### src/rtl/spq_pkg.sv
// Package for the sorted priority queue: default sizes, port field widths,
// command and status codes. It depends on nothing else.
`default_nettype none

package spq_pkg;

    localparam int SPQ_QUEUE_DEPTH   = 16;
    localparam int SPQ_DATA_BITS     = 32;
    localparam int SPQ_PRIORITY_BITS = 16;

    localparam int SPQ_ITEM_DATA_W = 32;
    localparam int SPQ_ITEM_PRIO_W = 16;
    localparam int SPQ_STATUS_W    = 2;
    localparam int SPQ_COUNT_W     = 5;

    typedef enum logic {
        CMD_ENQUEUE = 1'b0,
        CMD_DEQUEUE = 1'b1
    } t_command;

    typedef enum logic [SPQ_STATUS_W-1:0] {
        ST_DONE  = 2'd0,
        ST_EMPTY = 2'd1,
        ST_FULL  = 2'd2
    } t_status;

endpackage

`default_nettype wire

### src/rtl/sorted_priority_queue.sv
// Top level of the sorted priority queue: control, head copy and output register.
// It depends on spq_pkg and on spq_ram, which holds the entries.
//
//  Channel  Direction  Handshake                 Payload
//  input    in         i_in_valid / o_in_stall   i_command, i_item_data, i_item_priority
//  output   out        o_out_valid / i_out_stall o_status, o_removed_data, o_head_valid,
//                                                o_head_data, o_head_priority, o_entry_count
//
// Entries lie in one RAM as a circular buffer in ascending priority order.
// An enqueue moves up one place every entry whose priority is not below the new one;
// the single write port moves one entry per cycle. A dequeue reads the new head in S_DQ,
// a state it skips when it empties the queue; a rejected transaction goes straight to S_RES.
// A new transaction is taken while the previous result waits in the output register.
// Reset empties the queue at once; the RAM contents need no clearing.
`default_nettype none

module sorted_priority_queue
    import spq_pkg::*;
#(
    parameter int QUEUE_DEPTH   = SPQ_QUEUE_DEPTH,
    parameter int DATA_BITS     = SPQ_DATA_BITS,
    parameter int PRIORITY_BITS = SPQ_PRIORITY_BITS
) (
    input  wire logic                              i_clk,
    input  wire logic                              i_rst_n,
    input  wire logic                              i_in_valid,
    output logic                                   o_in_stall,
    input  wire logic                              i_command,
    input  wire logic signed [SPQ_ITEM_DATA_W-1:0] i_item_data,
    input  wire logic signed [SPQ_ITEM_PRIO_W-1:0] i_item_priority,
    output logic                                   o_out_valid,
    input  wire logic                              i_out_stall,
    output logic             [SPQ_STATUS_W-1:0]    o_status,
    output logic signed      [SPQ_ITEM_DATA_W-1:0] o_removed_data,
    output logic                                   o_head_valid,
    output logic signed      [SPQ_ITEM_DATA_W-1:0] o_head_data,
    output logic signed      [SPQ_ITEM_PRIO_W-1:0] o_head_priority,
    output logic             [SPQ_COUNT_W-1:0]     o_entry_count
);

    localparam int AW = $clog2(QUEUE_DEPTH);
    localparam int CW = $clog2(QUEUE_DEPTH + 1);
    localparam int WW = DATA_BITS + PRIORITY_BITS;
    localparam logic [AW-1:0] LAST_PTR = AW'(QUEUE_DEPTH - 1);
    localparam logic [CW-1:0] FULL_COUNT = CW'(QUEUE_DEPTH);

    typedef enum logic [4:0] {
        S_IDLE = 5'b00001,
        S_CMP  = 5'b00010,
        S_INS  = 5'b00100,
        S_DQ   = 5'b01000,
        S_RES  = 5'b10000
    } t_state;

    t_state r_state, n_state;
    logic [CW-1:0] r_count, n_count;
    logic [AW-1:0] r_head_ptr, n_head_ptr;
    logic [AW-1:0] r_tail, n_tail;
    logic [AW-1:0] r_rd_ptr, n_rd_ptr;
    logic [AW-1:0] r_wr_ptr, n_wr_ptr;
    logic [AW-1:0] r_j, n_j;
    logic          r_out_valid;

    logic signed [DATA_BITS-1:0]     r_data, n_data;
    logic signed [PRIORITY_BITS-1:0] r_key, n_key;
    logic signed [DATA_BITS-1:0]     r_head_data, n_head_data;
    logic signed [PRIORITY_BITS-1:0] r_head_prio, n_head_prio;
    t_status                         r_res_status, n_res_status;
    logic signed [DATA_BITS-1:0]     r_removed, n_removed;

    logic [SPQ_STATUS_W-1:0]           r_out_status;
    logic signed [SPQ_ITEM_DATA_W-1:0] r_out_removed;
    logic                              r_out_head_valid;
    logic signed [SPQ_ITEM_DATA_W-1:0] r_out_head_data;
    logic signed [SPQ_ITEM_PRIO_W-1:0] r_out_head_prio;
    logic [SPQ_COUNT_W-1:0]            r_out_count;

    logic          in_accept;
    logic          out_free;
    logic          out_load;
    logic          ram_we;
    logic [AW-1:0] ram_waddr;
    logic [WW-1:0] ram_wdata;
    logic [AW-1:0] ram_raddr;
    logic [WW-1:0] ram_rdata;
    logic signed [PRIORITY_BITS-1:0] rd_prio;
    logic signed [DATA_BITS-1:0]     rd_data;

    function automatic logic [AW-1:0] ptr_inc(input logic [AW-1:0] p);
        return (p == LAST_PTR) ? '0 : p + 1'b1;
    endfunction

    function automatic logic [AW-1:0] ptr_dec(input logic [AW-1:0] p);
        return (p == '0) ? LAST_PTR : p - 1'b1;
    endfunction

    spq_ram #(
        .WIDTH (WW),
        .DEPTH (QUEUE_DEPTH)
    ) u_ram (
        .i_clk   (i_clk),
        .i_we    (ram_we),
        .i_waddr (ram_waddr),
        .i_wdata (ram_wdata),
        .i_raddr (ram_raddr),
        .o_rdata (ram_rdata)
    );

    assign rd_prio   = $signed(ram_rdata[WW-1:DATA_BITS]);
    assign rd_data   = $signed(ram_rdata[DATA_BITS-1:0]);
    assign in_accept = i_in_valid && !o_in_stall;
    assign out_free  = !r_out_valid || !i_out_stall;
    assign out_load  = (r_state == S_RES) && out_free;

    always_comb begin
        n_state      = r_state;
        n_count      = r_count;
        n_head_ptr   = r_head_ptr;
        n_tail       = r_tail;
        n_rd_ptr     = r_rd_ptr;
        n_wr_ptr     = r_wr_ptr;
        n_j          = r_j;
        n_data       = r_data;
        n_key        = r_key;
        n_head_data  = r_head_data;
        n_head_prio  = r_head_prio;
        n_res_status = r_res_status;
        n_removed    = r_removed;
        ram_we       = 1'b0;
        ram_waddr    = r_wr_ptr;
        ram_wdata    = {r_key, r_data};
        ram_raddr    = r_rd_ptr;
        case (r_state)
            S_IDLE: begin
                if (in_accept) begin
                    n_removed    = '0;
                    n_res_status = ST_DONE;
                    if (i_command == CMD_ENQUEUE) begin
                        if (r_count == FULL_COUNT) begin
                            n_res_status = ST_FULL;
                            n_state      = S_RES;
                        end else begin
                            n_data   = DATA_BITS'(i_item_data);
                            n_key    = PRIORITY_BITS'(i_item_priority);
                            n_wr_ptr = r_tail;
                            n_tail   = ptr_inc(r_tail);
                            n_count  = r_count + 1'b1;
                            if (r_count == '0) begin
                                n_state = S_INS;
                            end else begin
                                ram_raddr = ptr_dec(r_tail);
                                n_rd_ptr  = ptr_dec(r_tail);
                                n_j       = AW'(r_count - 1'b1);
                                n_state   = S_CMP;
                            end
                        end
                    end else begin
                        if (r_count == '0) begin
                            n_res_status = ST_EMPTY;
                            n_state      = S_RES;
                        end else begin
                            n_removed  = r_head_data;
                            n_head_ptr = ptr_inc(r_head_ptr);
                            n_count    = r_count - 1'b1;
                            ram_raddr  = ptr_inc(r_head_ptr);
                            n_state    = (r_count == CW'(1)) ? S_RES : S_DQ;
                        end
                    end
                end
            end
            S_CMP: begin
                ram_we = 1'b1;
                if (rd_prio >= r_key) begin
                    ram_wdata = ram_rdata;
                    n_wr_ptr  = r_rd_ptr;
                    if (r_j == '0) begin
                        n_state = S_INS;
                    end else begin
                        ram_raddr = ptr_dec(r_rd_ptr);
                        n_rd_ptr  = ptr_dec(r_rd_ptr);
                        n_j       = r_j - 1'b1;
                    end
                end else begin
                    n_state = S_RES;
                end
            end
            S_INS: begin
                ram_we      = 1'b1;
                n_head_data = r_data;
                n_head_prio = r_key;
                n_state     = S_RES;
            end
            S_DQ: begin
                n_head_data = rd_data;
                n_head_prio = rd_prio;
                n_state     = S_RES;
            end
            S_RES: begin
                if (out_free) begin
                    n_state = S_IDLE;
                end
            end
            default: begin
                n_state = S_IDLE;
            end
        endcase
    end

    always_ff @(posedge i_clk) begin
        if (!i_rst_n) begin
            r_state     <= S_IDLE;
            r_count     <= '0;
            r_head_ptr  <= '0;
            r_tail      <= '0;
            r_out_valid <= 1'b0;
        end else begin
            r_state    <= n_state;
            r_count    <= n_count;
            r_head_ptr <= n_head_ptr;
            r_tail     <= n_tail;
            if (out_load) begin
                r_out_valid <= 1'b1;
            end else if (!i_out_stall) begin
                r_out_valid <= 1'b0;
            end
        end
    end

    always_ff @(posedge i_clk) begin
        r_rd_ptr     <= n_rd_ptr;
        r_wr_ptr     <= n_wr_ptr;
        r_j          <= n_j;
        r_data       <= n_data;
        r_key        <= n_key;
        r_head_data  <= n_head_data;
        r_head_prio  <= n_head_prio;
        r_res_status <= n_res_status;
        r_removed    <= n_removed;
        if (out_load) begin
            r_out_status     <= r_res_status;
            r_out_removed    <= SPQ_ITEM_DATA_W'(r_removed);
            r_out_head_valid <= (r_count != '0);
            r_out_head_data  <= (r_count != '0) ? SPQ_ITEM_DATA_W'(r_head_data) : '0;
            r_out_head_prio  <= (r_count != '0) ? SPQ_ITEM_PRIO_W'(r_head_prio) : '0;
            r_out_count      <= SPQ_COUNT_W'(r_count);
        end
    end

    assign o_in_stall      = (r_state != S_IDLE);
    assign o_out_valid     = r_out_valid;
    assign o_status        = r_out_status;
    assign o_removed_data  = r_out_removed;
    assign o_head_valid    = r_out_head_valid;
    assign o_head_data     = r_out_head_data;
    assign o_head_priority = r_out_head_prio;
    assign o_entry_count   = r_out_count;

    a_count_bound: assert property (@(posedge i_clk) disable iff (!i_rst_n)
        r_count <= FULL_COUNT)
        else $error("Entry count exceeds the queue depth.");

    a_no_overlap: assert property (@(posedge i_clk) disable iff (!i_rst_n)
        (r_state == S_CMP && ram_we && rd_prio >= r_key && r_j != '0)
            |-> ram_waddr != ram_raddr)
        else $error("Shift write collides with the next read.");

    a_dequeue_count: assert property (@(posedge i_clk) disable iff (!i_rst_n)
        (in_accept && i_command == CMD_DEQUEUE && r_count != '0)
            |=> r_count == $past(r_count) - 1'b1)
        else $error("Dequeue did not reduce the entry count.");

    a_full_status: assert property (@(posedge i_clk) disable iff (!i_rst_n)
        (out_load && r_res_status == ST_FULL) |-> r_count == FULL_COUNT)
        else $error("Full status reported on a queue that is not full.");

endmodule

`default_nettype wire

### src/rtl/spq_ram.sv
// Generic single-clock RAM with one write port and one registered read port.
// It depends on nothing else.
`default_nettype none

module spq_ram #(
    parameter int WIDTH = 48,
    parameter int DEPTH = 16
) (
    input  wire logic                     i_clk,
    input  wire logic                     i_we,
    input  wire logic [$clog2(DEPTH)-1:0] i_waddr,
    input  wire logic [WIDTH-1:0]         i_wdata,
    input  wire logic [$clog2(DEPTH)-1:0] i_raddr,
    output logic      [WIDTH-1:0]         o_rdata
);

    logic [WIDTH-1:0] r_mem [DEPTH];
    logic [WIDTH-1:0] r_rdata;

    always_ff @(posedge i_clk) begin
        if (i_we) begin
            r_mem[i_waddr] <= i_wdata;
        end
        r_rdata <= r_mem[i_raddr];
    end

    assign o_rdata = r_rdata;

endmodule

`default_nettype wire

### config.mk
export PLATFORM = sky130hd
export DESIGN_NAME = sorted_priority_queue
export DESIGN_NICKNAME = d
export VERILOG_FILES = /design/src/rtl/spq_pkg.sv /design/src/rtl/sorted_priority_queue.sv /design/src/rtl/spq_ram.sv
export SDC_FILE = /design/constraint.sdc
export NUM_CORES = 1
export LEC_CHECK = 0
export ABC_AREA = 1
export BUFFER_PORTS_ARGS = -buffer_cell sky130_fd_sc_hd__buf_2
export CORE_MARGIN = 4
export CORE_UTILIZATION = 46
export DETAILED_ROUTE_END_ITERATION = 10
export HOLD_SLACK_MARGIN = 0.12
export PLACE_DENSITY = 0.69
export SETUP_SLACK_MARGIN = 0.3
export SYNTH_ARGS = -nofsm -noshare
export SYNTH_HDL_FRONTEND = slang
export SYNTH_SLANG_ARGS = --single-unit
export TNS_END_PERCENT = 10
### constraint.sdc
create_clock -name i_clk -period 4.9 [get_ports i_clk]
set_input_delay 0.245 -clock i_clk [delete_from_list [all_inputs] [get_ports i_clk]]
set_output_delay 0.245 -clock i_clk [all_outputs]
set_load 0.01 [all_outputs]
# Yosys cells after proc, flatten, opt, wreduce, memory -nomap -nowiden
# Memory sizes are Yosys's and may differ from the RTL's. A register that Yosys moved wholly into a read port is not among the register bits.
# Cells that the tools add are included.
dict set report totals {
  reg_bits 249
  word_cells 129
  ramBits 768
  out_inout_bits 90
  n_memories 1
  in_bits 53
}
dict set report op_classes {
  n_lt_le_gt_ge 1
  n_bitwise 3
  reduce_logical 24
  muxes 52
  n_eq_ne 21
  add_sub_neg 7
}
# memory words word_bits rd rd_clocked_by_memory_dff write_ports line_no
set mem_list {}
lappend mem_list {u_ram.r_mem 16 48 1 1 1 spq_ram.sv:17} ;# logic [WIDTH-1:0] r_mem [DEPTH];
# op n
set op_table {}
lappend op_table {{$mux W48} 2}
lappend op_table {{$mux W4} 23}
lappend op_table {{$pmux W32 S2} 1}
lappend op_table {{$mux W5} 11}
lappend op_table {{$pmux W16 S2} 1}
lappend op_table {{$pmux W4 S2} 4}
lappend op_table {{$pmux W5 S4} 1}
lappend op_table {{$ne A2 B2 Y1 const B} 9}
lappend op_table {{$ge A16 B16 Y1} 1}
lappend op_table {{$logic_not A4 Y1} 3}
lappend op_table {{$reduce_and A4 Y1} 3}
lappend op_table {{$sub A4 B1 Y4 const B} 3}
lappend op_table {{$eq A5 B1 Y1 const B} 2}
lappend op_table {{$eq A5 B5 Y1 const B} 2}
lappend op_table {{$add A4 B1 Y4 const B} 2}
lappend op_table {{$eq A4 B4 Y1 const B} 2}
lappend op_table {{$reduce_and A7 Y1} 1}
lappend op_table {{$mux W1} 6}
lappend op_table {{$reduce_and A3 Y1} 2}
lappend op_table {{$reduce_or A2 Y1} 3}
lappend op_table {{$add A5 B1 Y5 const B} 1}
lappend op_table {{$eq A5 B2 Y1 const B} 1}
lappend op_table {{$eq A5 B3 Y1 const B} 1}
lappend op_table {{$eq A5 B4 Y1 const B} 1}
lappend op_table {{other kinds (15)} 22}

# Logic depth before layout (Yosys ltp)
# Gate-level depths: netlist (run 1).
dict set report logic_depth {
  depth_word 7
  mapped_depth 25
  depth_no_buf 23
}

# Cells and area by module
# Synthesis (run 1) repeated with hierarchy kept, for this count alone.
dict set report unflattened {
  cells_unflattened 4130
  hier_area_um2 44699.1
}
# module area_per_inst_um2 instances seq_area_each_um2 cells_each
set modules_own_cells {}
lappend modules_own_cells {spq_ram 33988.8 1 24023.0 3165}
lappend modules_own_cells {sorted_priority_queue 10710.3 1 7287.0 965}

# Worst setup path before layout (run 1)
# Ideal clock, no wire load.
dict set report synth_path {
  path_kind {register -> register}
  start {register r_state[0]}
  end {register r_out_count[0] (netlist: o_entry_count[0]) (enable)}
  setup_ps 535
  period_less_slack_ps 4858
  t_arrival_ps 4323
  path_stages_with_launch 4
  setup_slack_ps 42
  t_required_ps 4365
  n_path_buf 0
  cell_sequence {dfxtp_1 > nor2_1 > nand3_1 > nor2_1}
}
dict set report synth_via {
  elab_chain_cells 2
}
# item line_no
set synth_rtl {}
lappend synth_rtl {{from (decl)} sorted_priority_queue.sv:55} ;# t_state r_state, n_state;
lappend synth_rtl {{from (signal assigned)} sorted_priority_queue.sv:217} ;# r_state <= n_state;
lappend synth_rtl {{$eq A5 B5 Y1} sorted_priority_queue.sv:113} ;# assign out_load = (r_state == S_RES) && out_free;
lappend synth_rtl {{$logic_and A1 B1 Y1} sorted_priority_queue.sv:113}
lappend synth_rtl {{named net out_load} sorted_priority_queue.sv:80} ;# logic out_load;
lappend synth_rtl {{to (signal assigned)} sorted_priority_queue.sv:245} ;# r_out_count <= SPQ_COUNT_W'(r_count);
lappend synth_rtl {{to (decl)} sorted_priority_queue.sv:76} ;# logic [SPQ_COUNT_W-1:0] r_out_count;
# The timed path passes the listed nets, and every way through them passes these cells.
# A chain may end at the register's enable or synchronous reset.

# Worst setup path in the final report (run 1)
dict set report layout_path {
  start {register r_count[0]}
  end {register u_ram.r_rdata[3] (netlist: u_ram.o_rdata[3]), read port of u_ram.r_mem}
}
dict set report layout_via {
  elab_chain_cells 6
  word_cells_on_any_way 8
  cone_classes {eq/ne: 1; mux: 6; reduce/logical: 1}
}
# item line_no
set layout_rtl {}
lappend layout_rtl {{from (decl)} sorted_priority_queue.sv:56} ;# logic [CW-1:0] r_count, n_count;
lappend layout_rtl {{from (signal assigned)} sorted_priority_queue.sv:218} ;# r_count <= n_count;
lappend layout_rtl {{$logic_not A5 Y1} {sorted_priority_queue.sv:148, sorted_priority_queue.sv:158}}
lappend layout_rtl {{$mux W4 (2 in series)} --}
lappend layout_rtl {{$mux W4 *} sorted_priority_queue.sv:138} ;# if (i_command == CMD_ENQUEUE) begin
lappend layout_rtl {{$mux W4 *} sorted_priority_queue.sv:135} ;# if (in_accept) begin
lappend layout_rtl {{$pmux W4 S2 *} sorted_priority_queue.sv:133} ;# case (r_state)
lappend layout_rtl {{to (decl)} spq_ram.sv:18} ;# logic [WIDTH-1:0] r_rdata;
# Mark *: on every way between the ends. The rest lies on a longest branch, timed or not.

==> qor.yml, run 1 <==
antenna_found_initial: 2
clock_latency_ns: 0.67
crit_family: "simple AND/OR/NAND/NOR gates"
clkTransAtPathRegs_ns: 0.07
ys_seq_elements: 1065
coreArea_sq_um: 92100
slew_violations: 0
start_util_pct: 46.6
arrival_ns: 4.52
path_common_cell: "nand2_1"
dr.pass1.iters: 6
netlist-cell-type-count: 43
gr-total-overflow: 0
ios: 143
synth_edf_count: 998
finClkSkew_ns: 0.0224
cts_resized: 0
hpwl_mm: 55.6
synthToLayoutAreaGrowth_pct: 15.1
crit_slowest_cell: "dfxtp_1"
ys.flop_type: "edfxtp_1"
hold_path_depth: 2
critPathBufInv: 4
cts-root-buf: "clkbuf_16"
min_period_ns: 3.91
max_stage_delay_ns: 0.47
max-cap-violations: 0
worstSetupEndpointType: "register"
cts_tree: "built"
critical_path_depth: 18
fin_tns_setup_ns: 0
drtIter0Drc: 3323
cp_cell_sequence: "inv_1 > ha_1 > nand2_1 > nor2_2 > inv_2 > nand2_2 > inv_1 > nand2_1 > a31oi_1 > nand3_4 > nand2_8 > buf_4 > nand2_1 > nand3_1 > nand3_1 > nand2_1 > nand2_1 > nand2_1"
grt_setup_unrepaired: "false"
detail-route-antenna-nets: 0
routed_via_density: 5.63
syn_inst: 3579
start_kind: "register"
yosysWarnings: 0
gp_routability_congestion: 0.819
cp_max_fo: 83
fp.dieW_um: 313
hold_viol_final: 0
dieArea_sq_um: 98200
clockBufferDepth: 3
grt.total_usage_pct: 21.3
timing.slew.headroom_pct: 21.2
portBuffers: 142
avgSynthCellArea_sq_um: 12.0
syn_area_sq_um: 42900
yosysSeqAreaShare_pct: 73.0
hold_path.class: "input pin to register"
setup_violations: 0
row_count: 111
cts_buffers: 102
timing.final.crit_share_pct: 79.9
fin_nets: 3832
wl_per_cell_um: 21.1
die_h_um: 313
worst-setup-path-type: "register to register"
clock_sinks: 1065
required_ns: 5.50
drc: 0
ys_async_sr_fraction_pct: 0
grt_pass1_wl_mm: 163
worst_pin_slew_ns: 1.18
grt_max_degree: 175
grt_pass1_vias: 26700
r2r_cells: 18
drive_gt1_share_pct: 11.7
status: "finished, final reports clean"
h-tree-depth: 3
fmax_ghz: 0.256
syn_nets: 3658
wirelength_mm: 107
route.vias.total: 28600
==> cells in the final DEF, fill, tap and decap left out, drive strengths merged <==
cell type      n
bufinv         9
o22ai          2
nor3           9
inv          143
or2            1
xor2           6
clkbuf       144
buf          248
diode          2
mux2i          1
o21ai        112
ha            26
edfxtp       998
clkinv        31
o221ai         1
o211ai         4
xnor2          3
a31oi          5
nand2        824
clkinvlp       2
a22oi          1
a21oi         39
nand4          7
o21bai         1
a211oi         4
o21a           2
a21o           2
nand3        985
dfxtp         67
o311ai         1
nor2         104
dlygate4sd3   54
==> Yosys cell counts (2+ instances only) <==
master	instances	area, sq um
a211oi_1	4	30.0
a21o_1	2	15.0
a21oi_1	39	195
a31oi_1	5	31.3
buf_1	23	86.3
buf_2	114	571
buf_4	23	173
clkbuf_1	71	267
dfxtp_1	67	1340
edfxtp_1	998	30000
ha_1	26	325
inv_1	135	507
inv_2	5	18.8
nand2_1	820	3080
nand2_2	3	18.8
nand3_1	984	4920
nand4_1	6	37.5
nor2_1	98	368
nor2_2	2	12.5
nor2_4	4	45.0
nor3_1	7	35.0
o211ai_1	3	22.5
o21a_1	2	15.0
o21ai_0	108	541
o21ai_1	4	20.0
o22ai_1	2	12.5
xnor2_1	3	26.3
xor2_1	6	52.6
==> per-stage QoR <==
step                      setup WS (ns)  cells  utilization (%)  hold WS, ns  cell area (sq um)
after floorplan                   0.847   3579                -        0.344              42900
after global placement             1.24   4838             49.3        0.401              45400
after detailed placement           1.09   4838             49.3        0.405              45400
after CTS                          1.05   5079             53.6        0.254              49300
after global routing              0.609   5081             53.6        0.285              49300
final                             0.987   5081             53.6        0.291              49300
==> worst paths after layout <==
path / startpoint / endpoint / slack (ns)
max: r_count[0]$_SDFFE_PN0P_ / u_ram.o_rdata[3]$_DFF_P_ / 0.99
min: i_item_data[22] / r_data[22]$_DFFE_PP_ / 0.29
max reg2reg: r_count[0]$_SDFFE_PN0P_ / u_ram.o_rdata[3]$_DFF_P_ / 0.99
min reg2reg: r_res_status[1]$_SDFFCE_PP0P_ / o_status[1]$_DFFE_PP_ / 0.42
==> worst reg2reg max path: stages, from the launching register on <==
cell     delay (ns)
dfxtp_1        0.47
inv_1          0.08
ha_1           0.22
nand2_1        0.28
nor2_2         0.09
inv_2          0.32
nand2_2        0.15
inv_1          0.10
nand2_1        0.05
a31oi_1        0.37
nand3_4        0.21
nand2_8        0.47
buf_4          0.55
nand2_1        0.09
nand3_1        0.08
nand3_1        0.07
nand2_1        0.08
nand2_1        0.05
nand2_1        0.12
==> repair_timing <==
| item | in CTS | in global routing |
|---|---|---|
| setup buffers | 0 | 0 |
| hold buffers | 54 | 0 |
| endpoints found under the hold margin | 69 | 0 |
| endpoints found under the setup margin | 0 | 0 |
==> state kept, by name, summed over array words and instances, names as in the netlist, 5 cells and up <==
signal / cells
r_head_data: 32
r_key: 16
u_ram.o_rdata: 48
r_count: 5
r_removed: 32
o_removed_data: 32
o_head_priority: 16
o_head_data: 32
r_head_prio: 16
o_entry_count: 5
r_data: 32
r_state: 5
u_ram.r_mem: 768
==> cell type report <==
type / instances / area, sq um
Timing Repair Buffer: 302 / 2450
Sequential cell: 1065 / 31300
Inverter: 142 / 541
Fill cell: 7540 / 42700
Tap cell: 1243 / 1560
Multi-Input combinational cell: 2140 / 10100
Clock buffer: 144 / 2890
Antenna cell: 2 / 5.00
Clock inverter: 43 / 467
==> layer usage <==
metal | GRT usage (%) | vias to the layer above | part of all wire (%)
met1 | 30.3 | 13900 | 41
met5 | 0 | - | 0
met4 | 6.91 | 0 | 2.9
li1 | - | 13100 | -
met3 | 3.00 | 206 | 9.3
met2 | 34.4 | 1434 | 47
==> kinds of logic (layout without fill, tap and decap cells) <==
logic type,Yosys count,count (layout),synth area share (%)
AO/OA/AOI/OAI,174,174,2.16
other,0,2,0
XOR/XNOR,9,9,0.184
adder cells (fa/ha/maj),26,26,0.759
buffers and inverters,374,631,3.83
multiplexers,1,1,0.0233
flip-flops,1065,1065,73.0
AND/OR/NAND/NOR,1930,1930,20.0
Power of run 1 is not shown: default switching activity piles up to over one toggle a cycle in this logic, so the estimate is an artifact.
==> inputs of run 2 (changes only) <==
ABC_AREA = 0   (was 1)
PLACE_DENSITY = 0.67   (was 0.69)
clock period = 3.92 ns   (was 4.9 ns; I/O delays follow)
==> qor.yml, run 2 <==
largest_reg_flops: 768  # unchanged
syn_area_sq_um: 42200  # was 42900 sq um
cp_max_fo: 26  # was 83
synth_top_cells_by_count: "998 x edfxtp_1, 442 x mux2i_1, 322 x nand2_1, 153 x nand3_1, 95 x mux2_2"  # was 998 x edfxtp_1, 984 x nand3_1, 820 x nand2_1, 135 x inv_1, 114 x buf_2
row_count: 110  # was 111
grt_max_degree: 75  # was 175
avgSynthCellArea_sq_um: 16.3  # was 12.0 sq um
clockBufferDepth: 3  # unchanged
cts_buffers: 103  # was 102
yosysTopAreaCellShare_pct: 71.0  # was 69.9%
synthToLayoutAreaGrowth_pct: 16.6  # was 15.1%
netlist-cell-type-count: 69  # was 43
fmax_ghz: 0.282  # was 0.256 GHz
timing.hold.ws_ns: 0.230  # was 0.291 ns
worstSetupEndpointType: "register"  # unchanged
cts-root-buf: "clkbuf_16"  # unchanged
finClkSkew_ns: 0.0243  # was 0.0224 ns
start_kind: "register"  # unchanged
h-tree-depth: 3  # unchanged
p_leak_nw: 17.9
arrival_ns: 4.08  # was 4.52 ns
drc: 0  # unchanged
min_period_ns: 3.54  # was 3.91 ns
coreArea_sq_um: 90600  # was 92100 sq um
fp.dieW_um: 311  # was 313 um
status: "finished, final reports clean"  # unchanged
clkTransAtPathRegs_ns: 0.06  # was 0.07 ns
cp_cell_sequence: "inv_1 > ha_1 > a41oi_2 > o21ai_2 > a2111oi_4 > buf_4 > nand4_4 > a21o_1 > a22o_4 > buf_12 > buf_12 > buf_16 > mux2i_1 > nand2_1 > a32oi_1 > nand3_1"  # was inv_1 > ha_1 > nand2_1 > nor2_2 > inv_2 > nand2_2 > inv_1 > nand2_1 > a31oi_1 > nand3_4 > nand2_8 > buf_4 > nand2_1 > nand3_1 > nand3_1 > nand2_1 > nand2_1 > nand2_1
grt_setup_unrepaired: "true"  # was false
hold_viol_final: 0  # unchanged
synth_area_leader_cell: "edfxtp_1"  # unchanged
worst-setup-path-type: "register to register"  # unchanged
slew_violations: 0  # unchanged
worst_ir_drop_vdd_mv: 0.591
gr-total-overflow: 0  # unchanged
clock_latency_ns: 0.67  # about the same
yosysWarnings: 0  # unchanged
yosysSeqAreaShare_pct: 74.2  # was 73.0%
r2r_start: "r_key[5]$_DFFE_PP_"  # was r_count[0]$_SDFFE_PN0P_
dr.pass1.iters: 5  # was 6
ios: 143  # unchanged
routed_via_density: 5.58  # was 5.63
mostFrequentLayoutCells: "998 x edfxtp_1, 440 x mux2i_1, 321 x nand2_1, 151 x nand3_1, 142 x buf_2"  # was 998 x edfxtp_1, 983 x nand3_1, 817 x nand2_1, 142 x buf_2, 133 x inv_1
startpoint: "r_key[5]$_DFFE_PP_"  # was r_count[0]$_SDFFE_PN0P_
max_stage_delay_ns: 0.37  # was 0.47 ns
final_cells: 4108  # was 5081
dieArea_sq_um: 96600  # was 98200 sq um
grt_pass1_wl_mm: 144  # was 163 mm
setup_violations: 0  # unchanged
gp_routability_congestion: 0.821  # was 0.819
largest_register: "u_ram.r_mem"  # unchanged
die_h_um: 311  # was 313 um
max-cap-violations: 0  # unchanged
route.vias.total: 22900  # was 28600
ys_seq_elements: 1065  # unchanged
p_per_area_nw_per_um2: 792
wirelength_mm: 97.0  # was 107 mm
fin_tns_setup_ns: 0  # unchanged
required_ns: 4.46  # was 5.50 ns
syn_nets: 2667  # was 3658
ys.flop_type: "edfxtp_1"  # unchanged
hold_path.class: "input pin to register"  # unchanged
hpwl_mm: 52.2  # was 55.6 mm
crit_slowest_cell: "edfxtp_1"  # was dfxtp_1
post-place-cells: 3846  # was 4838
wl_per_cell_um: 23.6  # was 21.1 um
grt.total_usage_pct: 19.6  # was 21.3%
detail-route-antenna-nets: 0  # unchanged
hp-start: "i_item_data[7]"  # was i_item_data[22]
ys_async_sr_fraction_pct: 0  # unchanged
fin_nets: 2923  # was 3832
syn_inst: 2588  # was 3579
cts_tree: "built"  # unchanged
ys_top_cells_by_area: "edfxtp_1 71%, mux2i_1 10%, dfxtp_1 3.2%"  # was edfxtp_1 70%, nand3_1 11%, nand2_1 7.2%
diodes: 0  # was 2
clock_sinks: 1065  # unchanged
start_util_pct: 46.6  # about the same
drtIter0Drc: 2292  # was 3323
antenna_found_initial: 0  # was 2
path_common_cell: "buf_12"  # was nand2_1
portBuffers: 142  # unchanged
grt_pass1_vias: 22800  # was 26700
synth_edf_count: 998  # unchanged
drive_gt1_share_pct: 18.5  # was 11.7%
timing.slew.headroom_pct: 44.5  # was 21.2%
worst_pin_slew_ns: 0.830  # was 1.18 ns
final_common_cell: "edfxtp_1"  # unchanged
timing.final.crit_share_pct: 90.3  # was 79.9%
synth_most_common_cell: "edfxtp_1"  # unchanged
-- run 2: cell count changes in the layout (fill, tap and decap cells not counted), moves of 48 or more --
cell	before	now
o21ai_0	107	16
nor2b_1	0	57
nand2_1	817	321
nand3_1	983	151
mux2i_1	1	440
nor2_1	80	21
inv_1	133	31
mux2_2	0	95
a32oi_1	0	48
-- run 2: timing repair --
action | CTS | global route
endpoints found under the hold margin | 86 | 0
pin swaps | 6 | 3
gates cloned | 4 | 2
resized for setup | 16 | 16
setup endpoints to repair | 48 | 48
hold buffers | 54 | 0
buffers inserted | 7 | 2
-- run 2: report_power, final --
part / total (mW) / internal, mW / switching [mW]
logic: 14.5 / 5.79 / 8.67
clock network: 9.91 / 5.75 / 4.16
registers: 14.6 / 14.1 / 0.517
-- run 2: logic make-up after synthesis --
logic type,count (synthesis),synth area share (%)
xor+xnor,13,0.270
mux,537,13.0
compound gates,121,2.20
simple gates,657,7.35
flops,1065,74.2
fa+ha+maj,26,0.771
buf+inv,169,2.18
-- run 2: path summary, 6_finish.rpt --
path | to | slack [ns] | cells past startpoint
max | u_ram.o_rdata[40]$_DFF_P_ | 0.38 | 16
min | r_data[7]$_DFFE_PP_ | 0.23 | 2
max reg2reg | u_ram.o_rdata[40]$_DFF_P_ | 0.38 | 16
min reg2reg | o_removed_data[7]$_DFFE_PP_ | 0.42 | 0
-- run 2: per-layer routing --
metal	global-route usage [%]	wire, um	up-vias
met5	0	0	-
met4	6.07	2410	0
met2	32.3	46600	893
li1	-	-	10300
met1	26.8	41000	11500
met3	3.38	7000	167
-- run 2: cell type report --
| cell class | count | area (sq um) |
|---|---|---|
| fill | 6971 | 41400 |
| sequential | 1065 | 31300 |
| clock buffer | 142 | 2880 |
| tap | 1176 | 1470 |
| timing repair buffer | 286 | 2630 |
| multi-input combinational | 1356 | 10200 |
| clock inverter | 51 | 553 |
| inverter | 32 | 120 |
-- run 2: metrics by stage --
stage | power (mW) | utilization (%) | instance area, sq um | setup slack (ns)
after floorplan | 24.5 | - | 42200 | -0.986
after CTS | 38.9 | 54.2 | 49100 | 0.344
after global placement | 28.0 | 49.5 | 44900 | -0.0679
after detailed placement | 28.4 | 49.5 | 44900 | -0.100
after global routing | 40.8 | 54.3 | 49200 | 0.233
final | 39.0 | 54.3 | 49200 | 0.380
-- run 2: critical path, delay by kind of cell (launching register included) --
kind	cells	cell delay (ns)
flip-flops	1	0.37
AND/OR/NAND/NOR	3	0.34
adder cells (fa/ha/maj)	1	0.32
AO/OA/AOI/OAI	6	1.40
buffers and inverters	5	0.76
multiplexers	1	0.19
Note: power is estimated with default switching activity, not from simulation.
